<file path="config.mk">
export PLATFORM = sky130hd
export DESIGN_NAME = dual_motor_pwm_straight_drive_top_flat
export DESIGN_NICKNAME = d
export VERILOG_FILES = /design/src/rtl/core/dmpsd_pkg.sv /design/src/rtl/core/dmpsd_if.sv /design/src/rtl/core/dmpsd_front.sv /design/src/rtl/core/dmpsd_queue.sv /design/src/rtl/core/dmpsd_back.sv /design/src/rtl/core/dual_motor_pwm_straight_drive_top.sv /design/src/flat_wrapper.sv
export VERILOG_INCLUDE_DIRS = /design/src /design/src/rtl/core
export SDC_FILE = /design/constraint.sdc
export NUM_CORES = 2
export LEC_CHECK = 0
export BUFFER_PORTS_ARGS = -buffer_cell sky130_fd_sc_hd__buf_4
export CORE_MARGIN = 10
export CORE_UTILIZATION = 60
export CTS_BUF_LIST = sky130_fd_sc_hd__clkbuf_16
export DETAILED_ROUTE_END_ITERATION = 8
export PLACE_DENSITY = 0.77
export SETUP_SLACK_MARGIN = 0.5
export SLEW_MARGIN = 20
export SYNTH_ARGS = -nofsm -noshare
export SYNTH_HDL_FRONTEND = slang
export SYNTH_HIERARCHICAL = 1
export SYNTH_SLANG_ARGS = --single-unit
</file>
<file path="constraint.sdc">
create_clock -name i_clk -period 12.78 [get_ports i_clk]
set_clock_uncertainty 0.1 [all_clocks]
set_input_delay 0.639 -clock i_clk [delete_from_list [all_inputs] [get_ports i_clk]]
set_output_delay 0.639 -clock i_clk [all_outputs]
set_load 0.02 [all_outputs]
</file>
<file path="src/rtl/core/dual_motor_pwm_straight_drive_top_defines.svh">
// Assertion helpers shared by the core files.
`ifndef DUAL_MOTOR_PWM_STRAIGHT_DRIVE_TOP_DEFINES_SVH
`define DUAL_MOTOR_PWM_STRAIGHT_DRIVE_TOP_DEFINES_SVH

// same-cycle implication, clocked on i_clk, off while in reset
`define DMPSD_ASSERT_NOW(lbl, ante, cons) \
    lbl: assert property (@(posedge i_clk) disable iff (!i_rst_n) (ante) |-> (cons)) \
        else $error("dmpsd check failed");

// next-cycle implication
`define DMPSD_ASSERT_NEXT(lbl, ante, cons) \
    lbl: assert property (@(posedge i_clk) disable iff (!i_rst_n) (ante) |=> (cons)) \
        else $error("dmpsd check failed");

`endif

</file>
<file path="src/rtl/core/dmpsd_pkg.sv">
package dmpsd_pkg;

    localparam int CFG_IDX_W  = 3;
    localparam int CFG_DATA_W = 16;

    localparam logic [CFG_IDX_W-1:0] CFG_COUNTS_PER_INCH = 3'd0;
    localparam logic [CFG_IDX_W-1:0] CFG_BIAS_HUNDREDTHS = 3'd1;
    localparam logic [CFG_IDX_W-1:0] CFG_DUTY_STEP       = 3'd2;
    localparam logic [CFG_IDX_W-1:0] CFG_PWM_PERIOD      = 3'd3;
    localparam logic [CFG_IDX_W-1:0] CFG_START_DUTY      = 3'd4;

    localparam logic OP_START = 1'b0;
    localparam logic OP_TICK  = 1'b1;

    localparam logic [15:0] RST_COUNTS_PER_INCH = 16'd1000;
    localparam logic [7:0]  RST_BIAS_HUNDREDTHS = 8'd102;
    localparam logic [4:0]  RST_DUTY_STEP       = 5'd3;
    localparam logic [6:0]  RST_PWM_PERIOD      = 7'd100;
    localparam logic [6:0]  RST_START_DUTY      = 7'd25;

    localparam logic [15:0] LEFT_SCALE = 16'd100;

    typedef struct packed {
        logic [15:0] counts_per_inch;
        logic [7:0]  bias_hundredths;
        logic [4:0]  duty_step;
        logic [6:0]  pwm_period;
        logic [6:0]  start_duty;
    } t_cfg;

    // one classified item; prod_a is dist*cpi on a start, left*100 on a tick
    typedef struct packed {
        logic        op;
        logic [31:0] left;
        logic [39:0] prod_a;
        logic [39:0] prod_r;
    } t_cmd;

    typedef struct packed {
        logic left_pwm;
        logic right_pwm;
        logic running;
        logic finished;
    } t_res;

endpackage

</file>
<file path="src/rtl/core/dmpsd_if.sv">
interface dmpsd_in_if;
    logic        valid;
    logic        ready;
    logic        operation;
    logic [7:0]  distance_in;
    logic [31:0] left_count;
    logic [31:0] right_count;

    modport source (output valid, operation, distance_in, left_count, right_count,
                    input ready);
    modport sink   (input valid, operation, distance_in, left_count, right_count,
                    output ready);
endinterface

interface dmpsd_out_if;
    logic valid;
    logic ready;
    logic left_pwm;
    logic right_pwm;
    logic running;
    logic finished;

    modport source (output valid, left_pwm, right_pwm, running, finished, input ready);
    modport sink   (input valid, left_pwm, right_pwm, running, finished, output ready);
endinterface

interface dmpsd_cfg_if;
    logic        valid;
    logic        ready;
    logic [2:0]  index;
    logic [15:0] data;

    modport source (output valid, index, data, input ready);
    modport sink   (input valid, index, data, output ready);
endinterface

</file>
<file path="src/rtl/core/dmpsd_front.sv">
module dmpsd_front
    import dmpsd_pkg::*;
#(
    parameter int COUNT_WIDTH = 32
) (
    input  t_cfg          i_cfg_regs,
    dmpsd_in_if.sink      i_in,
    input  logic          i_full,
    output logic          o_push,
    output t_cmd          o_cmd
);

    localparam logic [63:0] MaskFull = (COUNT_WIDTH >= 64) ? '1 :
                                       ((64'd1 << COUNT_WIDTH) - 64'd1);
    localparam logic [31:0] CntMask  = MaskFull[31:0];

    logic [31:0] left_m;
    logic [31:0] right_m;
    logic [31:0] mul_x;
    logic [15:0] mul_y;
    logic [47:0] prod_a;
    logic [39:0] prod_r;

    assign i_in.ready = !i_full;
    assign o_push     = i_in.valid && !i_full;

    assign left_m  = i_in.left_count & CntMask;
    assign right_m = i_in.right_count & CntMask;

    // one multiplier serves the target on a start and the left scale on a tick
    assign mul_x  = (i_in.operation == OP_START) ? {24'd0, i_in.distance_in} : left_m;
    assign mul_y  = (i_in.operation == OP_START) ? i_cfg_regs.counts_per_inch : LEFT_SCALE;
    assign prod_a = mul_x * mul_y;
    assign prod_r = right_m * {32'd0, i_cfg_regs.bias_hundredths};

    always_comb begin
        o_cmd.op     = i_in.operation;
        o_cmd.left   = left_m;
        o_cmd.prod_a = prod_a[39:0];
        o_cmd.prod_r = prod_r;
    end

endmodule

</file>
<file path="src/rtl/core/dmpsd_queue.sv">
module dmpsd_queue
    import dmpsd_pkg::*;
(
    input  logic i_clk,
    input  logic i_rst_n,
    input  logic i_push,
    input  t_cmd i_wdata,
    output logic o_full,
    input  logic i_pop,
    output t_cmd o_rdata,
    output logic o_empty
);

    `include "dual_motor_pwm_straight_drive_top_defines.svh"

    t_cmd       r_mem [2];
    logic       r_wptr, n_wptr;
    logic       r_rptr, n_rptr;
    logic [1:0] r_count, n_count;

    assign o_full  = (r_count == 2'd2);
    assign o_empty = (r_count == 2'd0);
    assign o_rdata = r_mem[r_rptr];

    always_comb begin
        n_wptr  = r_wptr ^ i_push;
        n_rptr  = r_rptr ^ i_pop;
        n_count = r_count + {1'b0, i_push} - {1'b0, i_pop};
    end

    always_ff @(posedge i_clk) begin
        if (!i_rst_n) begin
            r_wptr  <= 1'b0;
            r_rptr  <= 1'b0;
            r_count <= 2'd0;
        end else begin
            r_wptr  <= n_wptr;
            r_rptr  <= n_rptr;
            r_count <= n_count;
        end
    end

    always_ff @(posedge i_clk) begin
        if (i_push) begin
            r_mem[r_wptr] <= i_wdata;
        end
    end

    `DMPSD_ASSERT_NOW(a_pop_not_empty, i_pop, !o_empty)
    `DMPSD_ASSERT_NOW(a_push_not_full, i_push, !o_full)
    `DMPSD_ASSERT_NEXT(a_fill_grows, i_push && !i_pop, r_count == $past(r_count) + 2'd1)
    `DMPSD_ASSERT_NEXT(a_fill_drops, i_pop && !i_push, r_count == $past(r_count) - 2'd1)

endmodule

</file>
<file path="src/rtl/core/dmpsd_back.sv">
module dmpsd_back
    import dmpsd_pkg::*;
#(
    parameter int COUNT_WIDTH = 32
) (
    input  logic          i_clk,
    input  logic          i_rst_n,
    input  t_cfg          i_cfg_regs,
    input  t_cmd          i_cmd,
    input  logic          i_empty,
    output logic          o_pop,
    dmpsd_out_if.source   o_out
);

    `include "dual_motor_pwm_straight_drive_top_defines.svh"

    logic [6:0]              r_phase, n_phase;
    logic signed [8:0]       r_lduty, n_lduty;
    logic signed [8:0]       r_rduty, n_rduty;
    logic [COUNT_WIDTH-1:0]  r_target, n_target;
    logic                    r_active, n_active;
    logic                    r_ovalid;
    t_res                    r_res, n_res;

    logic signed [8:0] step_s;
    logic signed [8:0] top_s;
    logic signed [8:0] start_s;

    assign step_s  = $signed({4'd0, i_cfg_regs.duty_step});
    assign top_s   = $signed({2'd0, i_cfg_regs.pwm_period});
    assign start_s = $signed({2'd0, i_cfg_regs.start_duty});

    // the output register frees as it is read, so a transfer out and a pop share a cycle
    assign o_pop = !i_empty && (!r_ovalid || o_out.ready);

    always_comb begin
        logic [64:0] sum;
        logic [7:0]  phase_inc;
        logic        lpwm;
        logic        rpwm;
        n_phase  = r_phase;
        n_lduty  = r_lduty;
        n_rduty  = r_rduty;
        n_target = r_target;
        n_active = r_active;
        n_res    = '0;
        sum       = 65'(i_cmd.left) + 65'(i_cmd.prod_a[23:0]);
        phase_inc = {1'b0, r_phase} + 8'd1;
        lpwm      = 1'b0;
        rpwm      = 1'b0;
        if (o_pop) begin
            if (i_cmd.op == OP_START) begin
                n_target    = sum[COUNT_WIDTH-1:0];
                n_lduty     = start_s;
                n_rduty     = start_s;
                n_phase     = '0;
                n_active    = 1'b1;
                n_res.running = 1'b1;
            end else if (r_active) begin
                if (phase_inc >= {1'b0, i_cfg_regs.pwm_period}) begin
                    n_phase = '0;
                end else begin
                    n_phase = phase_inc[6:0];
                end
                lpwm = $signed({2'd0, n_phase}) < r_lduty;
                rpwm = $signed({2'd0, n_phase}) < r_rduty;
                if (i_cmd.prod_r < i_cmd.prod_a) begin
                    // right behind
                    if (r_rduty < top_s) n_rduty = r_rduty + step_s;
                    if (r_lduty > 9'sd0) n_lduty = r_lduty - step_s;
                end else if (i_cmd.prod_a < i_cmd.prod_r) begin
                    if (r_lduty < top_s) n_lduty = r_lduty + step_s;
                    if (r_rduty > 9'sd0) n_rduty = r_rduty - step_s;
                end
                if (64'(i_cmd.left) < 64'(r_target)) begin
                    n_res.left_pwm  = lpwm;
                    n_res.right_pwm = rpwm;
                    n_res.running   = 1'b1;
                end else begin
                    n_active       = 1'b0;
                    n_res.finished = 1'b1;
                end
            end
        end
    end

    always_ff @(posedge i_clk) begin
        if (!i_rst_n) begin
            r_phase  <= '0;
            r_lduty  <= $signed({2'd0, RST_START_DUTY});
            r_rduty  <= $signed({2'd0, RST_START_DUTY});
            r_target <= '0;
            r_active <= 1'b0;
            r_ovalid <= 1'b0;
        end else begin
            r_phase  <= n_phase;
            r_lduty  <= n_lduty;
            r_rduty  <= n_rduty;
            r_target <= n_target;
            r_active <= n_active;
            if (o_pop) begin
                r_ovalid <= 1'b1;
            end else if (o_out.ready) begin
                r_ovalid <= 1'b0;
            end
        end
    end

    always_ff @(posedge i_clk) begin
        if (o_pop) begin
            r_res <= n_res;
        end
    end

    assign o_out.valid     = r_ovalid;
    assign o_out.left_pwm  = r_res.left_pwm;
    assign o_out.right_pwm = r_res.right_pwm;
    assign o_out.running   = r_res.running;
    assign o_out.finished  = r_res.finished;

    `DMPSD_ASSERT_NOW(a_run_xor_done, r_ovalid, !(r_res.running && r_res.finished))
    `DMPSD_ASSERT_NEXT(a_running_means_active, o_pop && n_res.running, r_active)
    `DMPSD_ASSERT_NEXT(a_start_loads_duty, o_pop && (i_cmd.op == OP_START),
                       (r_lduty == $past(start_s)) && (r_rduty == $past(start_s)))
    `DMPSD_ASSERT_NOW(a_idle_pwm_low, o_pop && !r_active, !n_res.left_pwm && !n_res.right_pwm)

endmodule

</file>
<file path="src/rtl/core/dual_motor_pwm_straight_drive_top.sv">
// Straight-line drive controller for a pair of motors.
// Input channel i_in: a start item (operation 0) latches target = left_count +
// distance_in * counts_per_inch, reloads both duties and sets running; a tick
// item (operation 1) in a run steps the PWM phase, gives both PWM levels and
// trims the duties towards straight travel, comparing right_count * bias/100
// with left_count, and once left_count reaches the target ends the run with
// finished. Every item gives exactly one result on o_out. Config channel
// i_cfg: index 0..4 selects counts_per_inch, bias_hundredths, duty_step,
// pwm_period, start_duty; it is always ready. The user must write it only
// while no item is in flight; the block itself does not enforce this.
// Path: the front multipliers feed a two-entry queue, then the steering unit
// loads the output register, which drives o_out.valid.
// Throughput is one item per cycle while o_out.ready stays high; the steering
// update of the duties, which each tick depends on, is registered as it pops.
// Reset (synchronous, active low) loads the default register values, clears
// the queue and the output register and leaves the drive idle.
// When the receiver stalls, the result holds, the queue fills and i_in.ready
// drops once two items are waiting.
module dual_motor_pwm_straight_drive_top
    import dmpsd_pkg::*;
#(
    parameter int COUNT_WIDTH = 32
) (
    input  logic          i_clk,
    input  logic          i_rst_n,
    dmpsd_cfg_if.sink     i_cfg,
    dmpsd_in_if.sink      i_in,
    dmpsd_out_if.source   o_out
);

    t_cfg r_cfg;
    t_cmd push_cmd;
    t_cmd head_cmd;
    logic push;
    logic pop;
    logic full;
    logic empty;

    assign i_cfg.ready = 1'b1;

    always_ff @(posedge i_clk) begin
        if (!i_rst_n) begin
            r_cfg.counts_per_inch <= RST_COUNTS_PER_INCH;
            r_cfg.bias_hundredths <= RST_BIAS_HUNDREDTHS;
            r_cfg.duty_step       <= RST_DUTY_STEP;
            r_cfg.pwm_period      <= RST_PWM_PERIOD;
            r_cfg.start_duty      <= RST_START_DUTY;
        end else if (i_cfg.valid) begin
            unique case (i_cfg.index)
                CFG_COUNTS_PER_INCH: r_cfg.counts_per_inch <= i_cfg.data;
                CFG_BIAS_HUNDREDTHS: r_cfg.bias_hundredths <= i_cfg.data[7:0];
                CFG_DUTY_STEP:       r_cfg.duty_step       <= i_cfg.data[4:0];
                CFG_PWM_PERIOD:      r_cfg.pwm_period      <= i_cfg.data[6:0];
                CFG_START_DUTY:      r_cfg.start_duty      <= i_cfg.data[6:0];
                default: ;
            endcase
        end
    end

    dmpsd_front #(
        .COUNT_WIDTH (COUNT_WIDTH)
    ) u_front (
        .i_cfg_regs (r_cfg),
        .i_in       (i_in),
        .i_full     (full),
        .o_push     (push),
        .o_cmd      (push_cmd)
    );

    dmpsd_queue u_queue (
        .i_clk   (i_clk),
        .i_rst_n (i_rst_n),
        .i_push  (push),
        .i_wdata (push_cmd),
        .o_full  (full),
        .i_pop   (pop),
        .o_rdata (head_cmd),
        .o_empty (empty)
    );

    dmpsd_back #(
        .COUNT_WIDTH (COUNT_WIDTH)
    ) u_back (
        .i_clk      (i_clk),
        .i_rst_n    (i_rst_n),
        .i_cfg_regs (r_cfg),
        .i_cmd      (head_cmd),
        .i_empty    (empty),
        .o_pop      (pop),
        .o_out      (o_out)
    );

endmodule
</file>
<file path="src/flat_wrapper.sv">
// flat-port wrapper written by rule: the top's interface ports become plain ports
module dual_motor_pwm_straight_drive_top_flat import dmpsd_pkg::*;
#(
    parameter int COUNT_WIDTH = 32
)
  (i_clk, i_rst_n, i_cfg_valid, i_cfg_index, i_cfg_data, i_cfg_ready, i_in_valid, i_in_operation, i_in_distance_in, i_in_left_count, i_in_right_count, i_in_ready, o_out_valid, o_out_left_pwm, o_out_right_pwm, o_out_running, o_out_finished, o_out_ready);
  dmpsd_cfg_if i_cfg_i ();
  dmpsd_in_if i_in_i ();
  dmpsd_out_if o_out_i ();
  input  logic i_clk;
  input  logic i_rst_n;
  input wire logic [$bits(i_cfg_i.valid)-1:0] i_cfg_valid;
  input wire logic [$bits(i_cfg_i.index)-1:0] i_cfg_index;
  input wire logic [$bits(i_cfg_i.data)-1:0] i_cfg_data;
  output wire logic [$bits(i_cfg_i.ready)-1:0] i_cfg_ready;
  input wire logic [$bits(i_in_i.valid)-1:0] i_in_valid;
  input wire logic [$bits(i_in_i.operation)-1:0] i_in_operation;
  input wire logic [$bits(i_in_i.distance_in)-1:0] i_in_distance_in;
  input wire logic [$bits(i_in_i.left_count)-1:0] i_in_left_count;
  input wire logic [$bits(i_in_i.right_count)-1:0] i_in_right_count;
  output wire logic [$bits(i_in_i.ready)-1:0] i_in_ready;
  output wire logic [$bits(o_out_i.valid)-1:0] o_out_valid;
  output wire logic [$bits(o_out_i.left_pwm)-1:0] o_out_left_pwm;
  output wire logic [$bits(o_out_i.right_pwm)-1:0] o_out_right_pwm;
  output wire logic [$bits(o_out_i.running)-1:0] o_out_running;
  output wire logic [$bits(o_out_i.finished)-1:0] o_out_finished;
  input wire logic [$bits(o_out_i.ready)-1:0] o_out_ready;
  assign i_cfg_i.valid = i_cfg_valid;
  assign i_cfg_i.index = i_cfg_index;
  assign i_cfg_i.data = i_cfg_data;
  assign i_cfg_ready = i_cfg_i.ready;
  assign i_in_i.valid = i_in_valid;
  assign i_in_i.operation = i_in_operation;
  assign i_in_i.distance_in = i_in_distance_in;
  assign i_in_i.left_count = i_in_left_count;
  assign i_in_i.right_count = i_in_right_count;
  assign i_in_ready = i_in_i.ready;
  assign o_out_valid = o_out_i.valid;
  assign o_out_left_pwm = o_out_i.left_pwm;
  assign o_out_right_pwm = o_out_i.right_pwm;
  assign o_out_running = o_out_i.running;
  assign o_out_finished = o_out_i.finished;
  assign o_out_i.ready = o_out_ready;
  dual_motor_pwm_straight_drive_top #(.COUNT_WIDTH(COUNT_WIDTH)) u_core (.i_clk(i_clk), .i_rst_n(i_rst_n), .i_cfg(i_cfg_i), .i_in(i_in_i), .o_out(o_out_i));
endmodule
</file>
==> metrics.yaml <==
floorplanning:
  dieArea_sq_mm: 0.0749
  rows: 92
  start_util_pct: 60.9
  ios: 104
  coreArea_sq_mm: 0.0634
  die_w_microns: 274
  die_y_microns: 274
clock_tree:
  holdBufCountCts: 0
  cts.sinks: 337
  h-tree-depth: 2
  cts_post_setup_buffers_inserted: 0
  clock_path_buffers: 3
  insertion_delay_ps: 520
  root_buffer: "clkbuf_16"
  cts_tree: "yes"
  path_clk_slew_ps: 60
  cts_made_buffers: 38
  ctsResizeCount: 0
sta:
  slew_viol_final: 0
  finalSetupViolations: 0
  fin_hold_ws_ps: 229
  fin_tns_setup_ps: 0
  max_freq_ghz: 0.132
  fin_ws_ps: 5200
  rsz0062_at_grt: "no"
  hold_viol_final: 0
  finalCriticalPeriod_ps: 7580
  fin_crit_sh_pct: 59.3
  relSlewSlack_pct: 33.3
  tightest_slew_ps: 999
worst_hold_path:
  hold_path.class: "in2reg"
status:
  status: "finished clean"
drt:
  vias: 26400
  dr.pass1.iters: 5
  drt_iter0_drc: 1510
  wl_per_cell_microns: 16.4
  viasPerCell: 5.35
  ant_nets: 0
  wirelength_mm: 81.2
  drc: 0
logic_synthesis:
  synth_flop_cell: "edfxtp_1"
  syn_inst: 3793
  synth_edf_count: 230
  synth_seq_area_share_pct: 23.4
  synth_area_per_cell_sq_um: 10.2
  ys_ff_latch: 337
  ys.warnings.count: 6
  synth_area_sq_mm: 0.0386
  synth.distinct_cells: 81
  ys_async_sr_fraction_pct: 0
global_route:
  grt_busiest_layer: "met2"
  grt.met2_usage_pct: 41.0
  grt_pass1_wl_mm: 136
  grt_overflow: 0
  met3_usage_pct: 2.23
  grt_use_met1_pct: 26.8
  grt_pass1_vias: 28100
  grt_use_total_pct: 22.2
  grt_max_degree: 82
  antenna_found_initial: 3
layout:
  syn_to_final_growth_pct: 8.71
  post_route_cells_drive_above_1_share_pct: 7.56
  post-route-util_pct: 66.2
  fin_nets: 5026
  layout_common_cells: "761 x inv_1, 553 x fa_1, 377 x nand2_1"
  final_common_cell: "inv_1"
  n_antenna_cell: 0
  nFillCells: 4898
worst_setup_path:
  end_kind: "register"
  cp_max_fo: 81
  worstPathRequired_ps: 12930
  crit_type: "in2reg"
  critPathLaunchType: "input port"
  arrival_ps: 7740
placement:
  pre_cts_slack_ps: 4720
  numPortBuffers: 102
  hpwl_mm: 66.0
  gp_congestion: 0.932
run:
  max-cap-violations: 0
-- path summary, 6_finish.rpt --
kind	cells after the start	slack (ps)	startpoint	endpoint
setup / recovery	24	5200	i_in_operation	u_core/u_queue/r_mem[1][76]$_DFFE_PP_
hold / removal	1	230	i_in_left_count[30]	u_core/u_queue/r_mem[0][110]$_DFFE_PP_
setup reg to reg	22	5740	u_core/r_cfg[32]$_SDFFE_PN1P_	u_core/u_queue/r_mem[1][76]$_DFFE_PP_
hold reg to reg	2	350	u_core/u_back/r_target[10]$_SDFFE_PN0P_	u_core/u_back/r_target[10]$_SDFFE_PN0P_
-- stage by stage --
stage	std cells	cell area, sq um
2_1_floorplan	4045	39600
3_5_place_dp	4866	40800
4_1_cts	4935	42000
3_3_place_gp	4866	40800
5_1_grt	4935	42000
6_report	4935	42000
-- registers in the layout, summed over array words and instances (netlist names), named ones only --
register,cells
u_core/u_queue/r_rptr,1
u_core/u_queue/r_wptr,1
u_core/u_queue/r_count,2
u_core/u_back/r_phase,7
u_core/u_back/r_target,32
u_core/u_back/o_out.running,1
u_core/u_back/o_out.right_pwm,1
u_core/u_back/r_rduty,9
u_core/u_queue/r_mem,226
u_core/u_back/o_out.valid,1
u_core/r_cfg,43
u_core/u_back/o_out.left_pwm,1
u_core/u_back/o_out.finished,1
u_core/u_back/r_lduty,9
u_core/u_back/r_active,1
-- cell families after synthesis --
group | share of synthesized area (%)
AOI/OAI and AO/OA | 8.84
xor gates and xnor gates | 2.58
adders and majority gates | 38.9
buffers and inverters | 9.22
DFF | 23.4
muxes | 5.36
other | 0.0292
and+or+nand+nor | 11.6
-- worst max-delay path: stages --
cell	delay [ps]
buf_4	340
nor2b_1	840
nand2_1	190
fa_1	560
inv_1	50
fa_1	510
inv_1	60
fa_1	530
inv_1	50
fa_1	450
fa_1	500
inv_1	50
fa_1	470
inv_1	40
ha_1	340
nand3_1	150
nor2_1	60
a211o_1	300
a2111o_1	490
a21oi_4	230
o31ai_2	140
and4_4	240
a311o_1	320
xor2_1	160
-- metal layers --
layer	share of wire [%]	vias to the layer above
li1	-	12600
met1	40	13100
met2	53	615
met3	4.3	128
met4	3.0	4
met5	0.026	-
-- cells in the mapped netlist, drive strengths merged (6+ instances only) --
| cell type | number | share of area, % |
|---|---|---|
| inv | 748 | 7.3 |
| fa | 553 | 29 |
| nand2 | 377 | 3.7 |
| ha | 316 | 10 |
| edfxtp | 230 | 18 |
| and2 | 180 | 2.9 |
| a21oi | 173 | 2.3 |
| mux2 | 116 | 4.1 |
| dfxtp | 107 | 5.5 |
| o21ai | 90 | 1.2 |
| clkbuf | 80 | 0.78 |
| nor2 | 75 | 0.73 |
| xnor2 | 73 | 1.7 |
| a21o | 67 | 1.3 |
| nor2b | 67 | 1.1 |
| buf | 63 | 1.2 |
| mux2i | 50 | 1.3 |
| xor2 | 38 | 0.86 |
| nand3 | 37 | 0.48 |
| nand4 | 34 | 0.55 |
| a211oi | 22 | 0.43 |
| o21a | 22 | 0.43 |
| o211ai | 21 | 0.41 |
| and3 | 20 | 0.32 |
| nand2b | 20 | 0.32 |
| a31oi | 19 | 0.31 |
| o21bai | 19 | 0.37 |
| nor3 | 18 | 0.28 |
| a22o | 17 | 0.39 |
| nor4 | 14 | 0.24 |
| and4 | 10 | 0.23 |
| a2111oi | 9 | 0.20 |
| a211o | 9 | 0.20 |
| a22oi | 8 | 0.16 |
| o31ai | 8 | 0.17 |
| or3 | 6 | 0.097 |
-- final cells by class --
cell class              count  area (sq um)  area share (%)
multi-input cells        2817         27000            64.3
flip-flops and latches    337          9060            21.6
inverters                 748          2810            6.69
well taps                 846          1060            2.52
clock buffers              41          1030            2.44
repair buffers            118           886            2.11
clock inverters            28           155           0.370
Power is left out: the tool's default activity adds up to more than one toggle a clock period on the data nets, which glitch-free logic cannot reach.
